`src/rtl/mazemap_pkg.sv`:
```
`timescale 1ns / 1ps

package mazemap_pkg;

    typedef logic [3:0] walls_t;

    typedef enum logic [2:0] {
        OP_SENSE   = 3'd0,
        OP_FORWARD = 3'd1,
        OP_LEFT    = 3'd2,
        OP_RIGHT   = 3'd3,
        OP_AROUND  = 3'd4,
        OP_HOLD    = 3'd5
    } op_t;

    typedef enum logic [2:0] {
        ST_CLEAR,
        ST_IDLE,
        ST_RMW,
        ST_QRY,
        ST_DONE,
        ST_OUT
    } state_t;

    localparam logic [1:0] DIR_NORTH = 2'd0;
    localparam logic [1:0] DIR_EAST  = 2'd1;
    localparam logic [1:0] DIR_SOUTH = 2'd2;
    localparam logic [1:0] DIR_WEST  = 2'd3;

    localparam logic [1:0] TURN_LEFT   = 2'd3;
    localparam logic [1:0] TURN_RIGHT  = 2'd1;
    localparam logic [1:0] TURN_AROUND = 2'd2;

    localparam logic [11:0] THRESHOLD_RESET = 12'd140;

endpackage

```
`src/rtl/maze_wall_map_with_pose_top.sv`:
```
`timescale 1ns / 1ps

// Channel   Signals                                             Handshake
// --------  --------------------------------------------------  ------------------------
// cfg       wall_threshold_mm                                   cfg_valid / cfg_ready
// in        operation, front_mm, left_mm, right_mm,             in_valid / in_stall
//           query_x, query_y, query_dir
// out       pos_x, pos_y, facing, cell_walls, query_wall,       out_valid / out_stall
//           move_blocked
//
// A move, turn or hold goes through the QRY and DONE states to a loaded result; a sense command
// first makes its four read-modify-writes in RMW, through the wall memory's one read and one write port.
// After reset all GRID_SIDE*GRID_SIDE wall memory entries (256 by default) are cleared in turn
// while in_stall stays high; configuration writes are taken at any time.
// A finished result waits in the output register while the next command is accepted;
// a result that finds that register still full holds the block until out_stall drops.

module maze_wall_map_with_pose_top #(
    parameter int GRID_SIDE = 16
) (
    input  logic        clk,
    input  logic        rst_n,
    input  logic        cfg_valid,
    output logic        cfg_ready,
    input  logic [11:0] wall_threshold_mm,
    input  logic        in_valid,
    output logic        in_stall,
    input  logic [2:0]  operation,
    input  logic [11:0] front_mm,
    input  logic [11:0] left_mm,
    input  logic [11:0] right_mm,
    input  logic [3:0]  query_x,
    input  logic [3:0]  query_y,
    input  logic [1:0]  query_dir,
    output logic        out_valid,
    input  logic        out_stall,
    output logic [3:0]  pos_x,
    output logic [3:0]  pos_y,
    output logic [1:0]  facing,
    output logic [3:0]  cell_walls,
    output logic        query_wall,
    output logic        move_blocked
);

    localparam int PW    = $clog2(GRID_SIDE);
    localparam int DEPTH = GRID_SIDE * GRID_SIDE;
    localparam int AW    = $clog2(DEPTH);

    typedef logic [PW-1:0] coord_t;
    typedef logic [AW-1:0] addr_t;

    typedef struct packed {
        addr_t                addr;
        mazemap_pkg::walls_t  mask;
        logic                 en;
    } step_t;

    function automatic addr_t cell_addr(coord_t x, coord_t y);
        cell_addr = AW'(AW'(y) * AW'(GRID_SIDE) + AW'(x));
    endfunction

    function automatic logic at_edge(coord_t x, coord_t y, logic [1:0] d);
        logic edge_hit;
        unique case (d)
            mazemap_pkg::DIR_NORTH: edge_hit = (y == PW'(GRID_SIDE - 1));
            mazemap_pkg::DIR_EAST:  edge_hit = (x == PW'(GRID_SIDE - 1));
            mazemap_pkg::DIR_SOUTH: edge_hit = (y == '0);
            mazemap_pkg::DIR_WEST:  edge_hit = (x == '0);
        endcase
        at_edge = edge_hit;
    endfunction

    function automatic coord_t step_x(coord_t x, logic [1:0] d);
        unique case (d)
            mazemap_pkg::DIR_EAST: step_x = x + PW'(1);
            mazemap_pkg::DIR_WEST: step_x = x - PW'(1);
            default:               step_x = x;
        endcase
    endfunction

    function automatic coord_t step_y(coord_t y, logic [1:0] d);
        unique case (d)
            mazemap_pkg::DIR_NORTH: step_y = y + PW'(1);
            mazemap_pkg::DIR_SOUTH: step_y = y - PW'(1);
            default:                step_y = y;
        endcase
    endfunction

    function automatic step_t neighbor_step(coord_t x, coord_t y, logic [1:0] d, logic mark);
        step_t s;
        logic [1:0] opp;
        opp    = d + mazemap_pkg::TURN_AROUND;
        s.addr = cell_addr(step_x(x, d), step_y(y, d));
        s.mask = mazemap_pkg::walls_t'(4'b0001 << opp);
        s.en   = mark && !at_edge(x, y, d);
        neighbor_step = s;
    endfunction

    mazemap_pkg::state_t  state_reg, state_next;
    addr_t                clr_reg, clr_next;
    coord_t               px_reg, px_next;
    coord_t               py_reg, py_next;
    logic [1:0]           head_reg, head_next;
    logic [11:0]          thr_reg;
    logic [1:0]           cnt_reg, cnt_next;
    step_t                queue_reg [4];
    step_t                queue_next [4];
    step_t                pend_reg, pend_next;
    addr_t                qaddr_reg, qaddr_next;
    logic [1:0]           qdir_reg, qdir_next;
    logic                 qin_reg, qin_next;
    mazemap_pkg::walls_t  cur_reg, cur_next;
    logic                 qbit_reg, qbit_next;
    logic                 blocked_reg, blocked_next;

    logic                 out_valid_reg, out_valid_next;
    logic [3:0]           out_px_reg, out_px_next;
    logic [3:0]           out_py_reg, out_py_next;
    logic [1:0]           out_head_reg, out_head_next;
    mazemap_pkg::walls_t  out_walls_reg, out_walls_next;
    logic                 out_qw_reg, out_qw_next;
    logic                 out_blk_reg, out_blk_next;

    mazemap_pkg::walls_t  mem [DEPTH];
    mazemap_pkg::walls_t  mem_rdata_reg;
    mazemap_pkg::walls_t  fwd_data_reg;
    logic                 fwd_hit_reg;
    mazemap_pkg::walls_t  rd_walls;
    addr_t                rd_addr;
    logic                 wr_en;
    addr_t                wr_addr;
    mazemap_pkg::walls_t  wr_data;

    logic                 mk_front, mk_left, mk_right;
    logic [1:0]           dir_left, dir_right;
    mazemap_pkg::walls_t  cur_mask;
    step_t                cur_step;
    logic                 out_free;
    logic                 qbit_now;

    assign cfg_ready = 1'b1;
    assign in_stall  = (state_reg != mazemap_pkg::ST_IDLE);
    assign rd_walls  = fwd_hit_reg ? fwd_data_reg : mem_rdata_reg;
    assign out_free  = !out_valid_reg || !out_stall;
    assign qbit_now  = qin_reg && rd_walls[qdir_reg];

    assign mk_front  = (front_mm < thr_reg);
    assign mk_left   = (left_mm < thr_reg);
    assign mk_right  = (right_mm < thr_reg);
    assign dir_left  = head_reg + mazemap_pkg::TURN_LEFT;
    assign dir_right = head_reg + mazemap_pkg::TURN_RIGHT;

    assign cur_mask  = (mk_front ? mazemap_pkg::walls_t'(4'b0001 << head_reg) : 4'b0000)
                     | (mk_left  ? mazemap_pkg::walls_t'(4'b0001 << dir_left) : 4'b0000)
                     | (mk_right ? mazemap_pkg::walls_t'(4'b0001 << dir_right) : 4'b0000);
    assign cur_step  = '{addr: cell_addr(px_reg, py_reg), mask: cur_mask, en: |cur_mask};

    always_comb
    begin
        state_next     = state_reg;
        clr_next       = clr_reg;
        px_next        = px_reg;
        py_next        = py_reg;
        head_next      = head_reg;
        cnt_next       = cnt_reg;
        queue_next     = queue_reg;
        pend_next      = pend_reg;
        qaddr_next     = qaddr_reg;
        qdir_next      = qdir_reg;
        qin_next       = qin_reg;
        cur_next       = cur_reg;
        qbit_next      = qbit_reg;
        blocked_next   = blocked_reg;
        out_valid_next = out_valid_reg;
        out_px_next    = out_px_reg;
        out_py_next    = out_py_reg;
        out_head_next  = out_head_reg;
        out_walls_next = out_walls_reg;
        out_qw_next    = out_qw_reg;
        out_blk_next   = out_blk_reg;
        rd_addr        = cell_addr(px_reg, py_reg);
        wr_en          = 1'b0;
        wr_addr        = pend_reg.addr;
        wr_data        = rd_walls | pend_reg.mask;

        if (out_valid_reg && !out_stall)
        begin
            out_valid_next = 1'b0;
        end

        unique case (state_reg)
            mazemap_pkg::ST_CLEAR:
            begin
                wr_en    = 1'b1;
                wr_addr  = clr_reg;
                wr_data  = '0;
                clr_next = clr_reg + AW'(1);
                if (clr_reg == AW'(DEPTH - 1))
                begin
                    state_next = mazemap_pkg::ST_IDLE;
                end
            end
            mazemap_pkg::ST_IDLE:
            begin
                if (in_valid)
                begin
                    qaddr_next   = cell_addr(PW'(query_x), PW'(query_y));
                    qdir_next    = query_dir;
                    qin_next     = (32'(query_x) < GRID_SIDE) && (32'(query_y) < GRID_SIDE);
                    blocked_next = 1'b0;
                    pend_next    = '{addr: cell_addr(px_reg, py_reg), mask: '0, en: 1'b0};
                    state_next   = mazemap_pkg::ST_QRY;
                    unique case (mazemap_pkg::op_t'(operation))
                        mazemap_pkg::OP_SENSE:
                        begin
                            pend_next     = cur_step;
                            queue_next[0] = neighbor_step(px_reg, py_reg, head_reg, mk_front);
                            queue_next[1] = neighbor_step(px_reg, py_reg, dir_left, mk_left);
                            queue_next[2] = neighbor_step(px_reg, py_reg, dir_right, mk_right);
                            queue_next[3] = '{addr: cell_addr(px_reg, py_reg), mask: '0,
                                              en: 1'b0};
                            cnt_next      = '0;
                            state_next    = mazemap_pkg::ST_RMW;
                        end
                        mazemap_pkg::OP_FORWARD:
                        begin
                            if (at_edge(px_reg, py_reg, head_reg))
                            begin
                                blocked_next = 1'b1;
                            end
                            else
                            begin
                                px_next = step_x(px_reg, head_reg);
                                py_next = step_y(py_reg, head_reg);
                                rd_addr = cell_addr(step_x(px_reg, head_reg),
                                                    step_y(py_reg, head_reg));
                            end
                        end
                        mazemap_pkg::OP_LEFT:
                        begin
                            head_next = head_reg + mazemap_pkg::TURN_LEFT;
                        end
                        mazemap_pkg::OP_RIGHT:
                        begin
                            head_next = head_reg + mazemap_pkg::TURN_RIGHT;
                        end
                        mazemap_pkg::OP_AROUND:
                        begin
                            head_next = head_reg + mazemap_pkg::TURN_AROUND;
                        end
                        default:
                        begin
                            head_next = head_reg;
                        end
                    endcase
                end
            end
            mazemap_pkg::ST_RMW:
            begin
                rd_addr       = queue_reg[0].addr;
                wr_en         = pend_reg.en;
                pend_next     = queue_reg[0];
                queue_next[0] = queue_reg[1];
                queue_next[1] = queue_reg[2];
                queue_next[2] = queue_reg[3];
                cnt_next      = cnt_reg + 2'd1;
                if (cnt_reg == 2'd3)
                begin
                    state_next = mazemap_pkg::ST_QRY;
                end
            end
            mazemap_pkg::ST_QRY:
            begin
                rd_addr    = qaddr_reg;
                cur_next   = rd_walls;
                state_next = mazemap_pkg::ST_DONE;
            end
            mazemap_pkg::ST_DONE:
            begin
                qbit_next  = qbit_now;
                state_next = mazemap_pkg::ST_OUT;
                if (out_free)
                begin
                    out_valid_next = 1'b1;
                    out_px_next    = 4'(px_reg);
                    out_py_next    = 4'(py_reg);
                    out_head_next  = head_reg;
                    out_walls_next = cur_reg;
                    out_qw_next    = qbit_now;
                    out_blk_next   = blocked_reg;
                    state_next     = mazemap_pkg::ST_IDLE;
                end
            end
            mazemap_pkg::ST_OUT:
            begin
                if (out_free)
                begin
                    out_valid_next = 1'b1;
                    out_px_next    = 4'(px_reg);
                    out_py_next    = 4'(py_reg);
                    out_head_next  = head_reg;
                    out_walls_next = cur_reg;
                    out_qw_next    = qbit_reg;
                    out_blk_next   = blocked_reg;
                    state_next     = mazemap_pkg::ST_IDLE;
                end
            end
            default:
            begin
                state_next = mazemap_pkg::ST_IDLE;
            end
        endcase
    end

    always_ff @(posedge clk or negedge rst_n)
    begin
        if (!rst_n)
        begin
            state_reg     <= mazemap_pkg::ST_CLEAR;
            clr_reg       <= '0;
            px_reg        <= '0;
            py_reg        <= '0;
            head_reg      <= mazemap_pkg::DIR_NORTH;
            thr_reg       <= mazemap_pkg::THRESHOLD_RESET;
            cnt_reg       <= '0;
            out_valid_reg <= 1'b0;
        end
        else
        begin
            state_reg     <= state_next;
            clr_reg       <= clr_next;
            px_reg        <= px_next;
            py_reg        <= py_next;
            head_reg      <= head_next;
            cnt_reg       <= cnt_next;
            out_valid_reg <= out_valid_next;
            if (cfg_valid && cfg_ready)
            begin
                thr_reg <= wall_threshold_mm;
            end
        end
    end

    always_ff @(posedge clk)
    begin
        queue_reg     <= queue_next;
        pend_reg      <= pend_next;
        qaddr_reg     <= qaddr_next;
        qdir_reg      <= qdir_next;
        qin_reg       <= qin_next;
        cur_reg       <= cur_next;
        qbit_reg      <= qbit_next;
        blocked_reg   <= blocked_next;
        out_px_reg    <= out_px_next;
        out_py_reg    <= out_py_next;
        out_head_reg  <= out_head_next;
        out_walls_reg <= out_walls_next;
        out_qw_reg    <= out_qw_next;
        out_blk_reg   <= out_blk_next;
    end

    // A read of the entry written in the same cycle returns the new value.
    always_ff @(posedge clk)
    begin
        if (wr_en)
        begin
            mem[wr_addr] <= wr_data;
        end
        mem_rdata_reg <= mem[rd_addr];
        fwd_hit_reg   <= wr_en && (wr_addr == rd_addr);
        fwd_data_reg  <= wr_data;
    end

    assign out_valid    = out_valid_reg;
    assign pos_x        = out_px_reg;
    assign pos_y        = out_py_reg;
    assign facing       = out_head_reg;
    assign cell_walls   = out_walls_reg;
    assign query_wall   = out_qw_reg;
    assign move_blocked = out_blk_reg;

endmodule

```
`config.mk`:
```
export PLATFORM = sky130hd
export DESIGN_NAME = maze_wall_map_with_pose_top
export DESIGN_NICKNAME = d
export VERILOG_FILES = /design/src/rtl/mazemap_pkg.sv /design/src/rtl/maze_wall_map_with_pose_top.sv
export SDC_FILE = /design/constraint.sdc
export NUM_CORES = 2
export LEC_CHECK = 0
export BUFFER_PORTS_ARGS = -buffer_cell sky130_fd_sc_hd__buf_2
export CORE_MARGIN = 4
export CORE_UTILIZATION = 55
export CTS_CLUSTER_DIAMETER = 120
export DETAILED_ROUTE_END_ITERATION = 12
export PLACE_DENSITY = 0.75
export SLEW_MARGIN = 20
export SYNTH_ARGS = -nofsm -noshare
export SYNTH_HDL_FRONTEND = slang
export SYNTH_SLANG_ARGS = --single-unit
```
`constraint.sdc`:
```
create_clock -name clk -period 16.01 [get_ports clk]
set_input_delay 3.202 -clock clk [delete_from_list [all_inputs] [get_ports clk]]
set_output_delay 3.202 -clock clk [all_outputs]
set_load 0.05 [all_outputs]
```
==> flow_metrics.env <==
export IMPL_grt_ovfl_total=0
export IMPL_irDropWorstVdd_mv=0.399
export IMPL_hold_buffers=0
export IMPL_syn_num_nets=3905
export IMPL_floorplan_initialDensity=0.554
export IMPL_vias_per_cell=6.30
export IMPL_drv_cap=0
export IMPL_clock_latency_ns=0.69
export IMPL_dp_cells=4837
export IMPL_gp_congestion=0.887
export IMPL_slowest_delay_ns=1.00
export IMPL_slew_violations=0
export IMPL_dieArea_um2=93700
export IMPL_final_instance_count_excl_fill=5057
export IMPL_place_ws_ns=7.30
export IMPL_grt_pass1_vias=30900
export IMPL_totalPowerFinal_mw=12.2
export IMPL_outcome="completed"
export IMPL_ys_ff_latch=1161
export IMPL_timing_fmax_mhz=122
export IMPL_p_leak_nw=18.5
export IMPL_first_pass_iters=6
export IMPL_critPathKind="in -> reg"
export IMPL_layout_commonest_cell="edfxtp_1"
export IMPL_cp_end_kind="flop"
export IMPL_cp_required_ns=16.55
export IMPL_drt_total_wl_um=125000
export IMPL_ys_warn_count=0
export IMPL_core_um2=88200
export IMPL_grt_max_degree=237
export IMPL_antenna_found_initial=0
export IMPL_cts_made_buffers=115
export IMPL_fin_ws_ns=7.81
export IMPL_area_growth_pct=10.5
export IMPL_cts_tree="yes"
export IMPL_finalCriticalPeriod_ns=8.20
export IMPL_hold_viol=0
export IMPL_clock_path_buffers=3
export IMPL_fin_setup_tns_ns=0
export IMPL_route_vias_total=31900
export IMPL_die_height_um=306
export IMPL_fin_worst_skew_ns=0.0402
export IMPL_max_slew_margin=0.231
export IMPL_htreeDepth=3
export IMPL_cp_num_buf_inv=5
export IMPL_cts_root_buf="clkbuf_16"
export IMPL_crit_chain="buf_2, and4bb_2, o211ai_2, o211ai_4, buf_12, buf_4, buf_4, mux2i_1, a32oi_1, o21ai_0, a211oi_1, a2111oi_0, buf_4, nor4_1"
export IMPL_crit_family="buffers and inverters"
export IMPL_cp_arrival_ns=8.74
export IMPL_drc=0
export IMPL_fp_row_count=109
export IMPL_avgSynthCellArea_um2=12.9
export IMPL_path_clk_slew_ns=0.06
export IMPL_setup_viol=0
export IMPL_syn_inst=3792
export IMPL_synth_async_reset_ratio=0.0310
export IMPL_postCtsSetupBuffers=0
export IMPL_layout_nets=3903
export IMPL_tightest_slew_ns=1.15
export IMPL_period_share=0.512
export IMPL_antenna_cells_inserted=0
export IMPL_grt_pass1_wl_um=188000
export IMPL_crit_path_max_fanout=203
export IMPL_largest_reg_flops=1024
export IMPL_grt_usage=0.262
export IMPL_seq_area_frac_synth=0.708
export IMPL_cts_sinks=1161
export IMPL_dr_first_iter_drc_count=3990
export IMPL_post_drt_wl_per_cell_um=24.7
export IMPL_die_w_um=306
export IMPL_powerDensity_nw_per_um2=225
export IMPL_synth_area_um2=48900
export IMPL_rsz0062_at_grt="no"
export IMPL_pin_count=85
export IMPL_n_fill_cell=6535
export IMPL_hpwl_um=72000
export IMPL_layout_common_cells="edfxtp_1, nand2_1, nor2_1, nand3_1, mux2i_1"
export IMPL_drtAntennaViolNets=0
export IMPL_yosys_cell_types_count=83
export IMPL_hold_path_class="reg -> reg"
export IMPL_start_kind="input pin"
export IMPL_cpMaxStageDelayCell="buf_4"
export IMPL_cpMostUsedCell="buf_4"
export IMPL_layout_drive_gt1_share=0.0912
export IMPL_synthFlopType="edfxtp_1"
export IMPL_cts_resized=0
export IMPL_synth_edff_count=1116
export IMPL_port_buffers=83
## cells by family after synthesis
| family | count (synthesis) | synth area share |
|---|---|---|
| other | 1 | 0.0000767 |
| adder cells (fa/ha/maj) | 47 | 0.0120 |
| flip-flops | 1161 | 0.708 |
| AND/OR/NAND/NOR | 1621 | 0.142 |
| buffers and inverters | 281 | 0.0264 |
| XOR/XNOR | 24 | 0.00430 |
| AO/OA/AOI/OAI | 513 | 0.0768 |
| multiplexers | 144 | 0.0299 |
## routing by layer
| layer | track usage | part of all wire |
|---|---|---|
| met2 | 0.412 | 0.47 |
| met4 | 0.106 | 0.041 |
| met3 | 0.0514 | 0.11 |
| met5 | 0 | 0 |
| met1 | 0.363 | 0.38 |
## cell usage after synthesis, drive strengths merged (27+ instances only)
library cell  instances  share of area
dfrtp                33          0.017
nor2                311          0.024
buf                 154          0.017
edfxtp             1116           0.69
and3                 77         0.0099
nand3               168          0.017
a21oi                67         0.0069
a31oi                49         0.0063
o21ai                83         0.0085
nand2               898          0.069
a32oi               112          0.020
ha                   47          0.012
mux2i               136          0.028
a311oi               34         0.0061
clkbuf               99         0.0076
inv                  27         0.0021
nand4                73         0.0093
## through the flow
step / cell area, um^2 / util / hold WS [ns]
after floorplan: 48900 / - / 0.400
after global placement: 50100 / 0.568 / 0.404
after detailed placement: 50100 / 0.568 / 0.408
after CTS: 54000 / 0.612 / 0.428
after global routing: 54000 / 0.612 / 0.437
final: 54000 / 0.612 / 0.427
## path summary, 6_finish.rpt
kind                                   start                to  slack (ns)  cells past startpoint
worst max-delay path            operation[2]  mem_rdata_reg[2]        7.81                     14
worst min-delay path              cur_reg[1]     cell_walls[1]        0.43                      0
worst max register to register   head_reg[0]  mem_rdata_reg[2]        8.69                     16
worst min register to register    cur_reg[1]     cell_walls[1]        0.43                      0
max in group asynchronous              rst_n        thr_reg[9]       12.68                      1
min in group asynchronous              rst_n        cnt_reg[0]        2.68                      1
## power breakdown
part           internal (mW)  leakage [nW]  switching (mW)
clock                   1.62          1.88            1.13
combinational           1.37          5.99            3.81
sequential              4.11          10.7           0.125
## area by class of cell
class                      count  area [um^2]  share of cell area
tap                         1165         1460              0.0270
clock buffer                 146         3050              0.0564
inverter                      28          105             0.00195
timing repair buffer         134          848              0.0157
clock inverter                73          826              0.0153
sequential                  1161        34600               0.641
multi-input combinational   2350        13100               0.243
No activity file was read; power rests on OpenSTA's default activity.
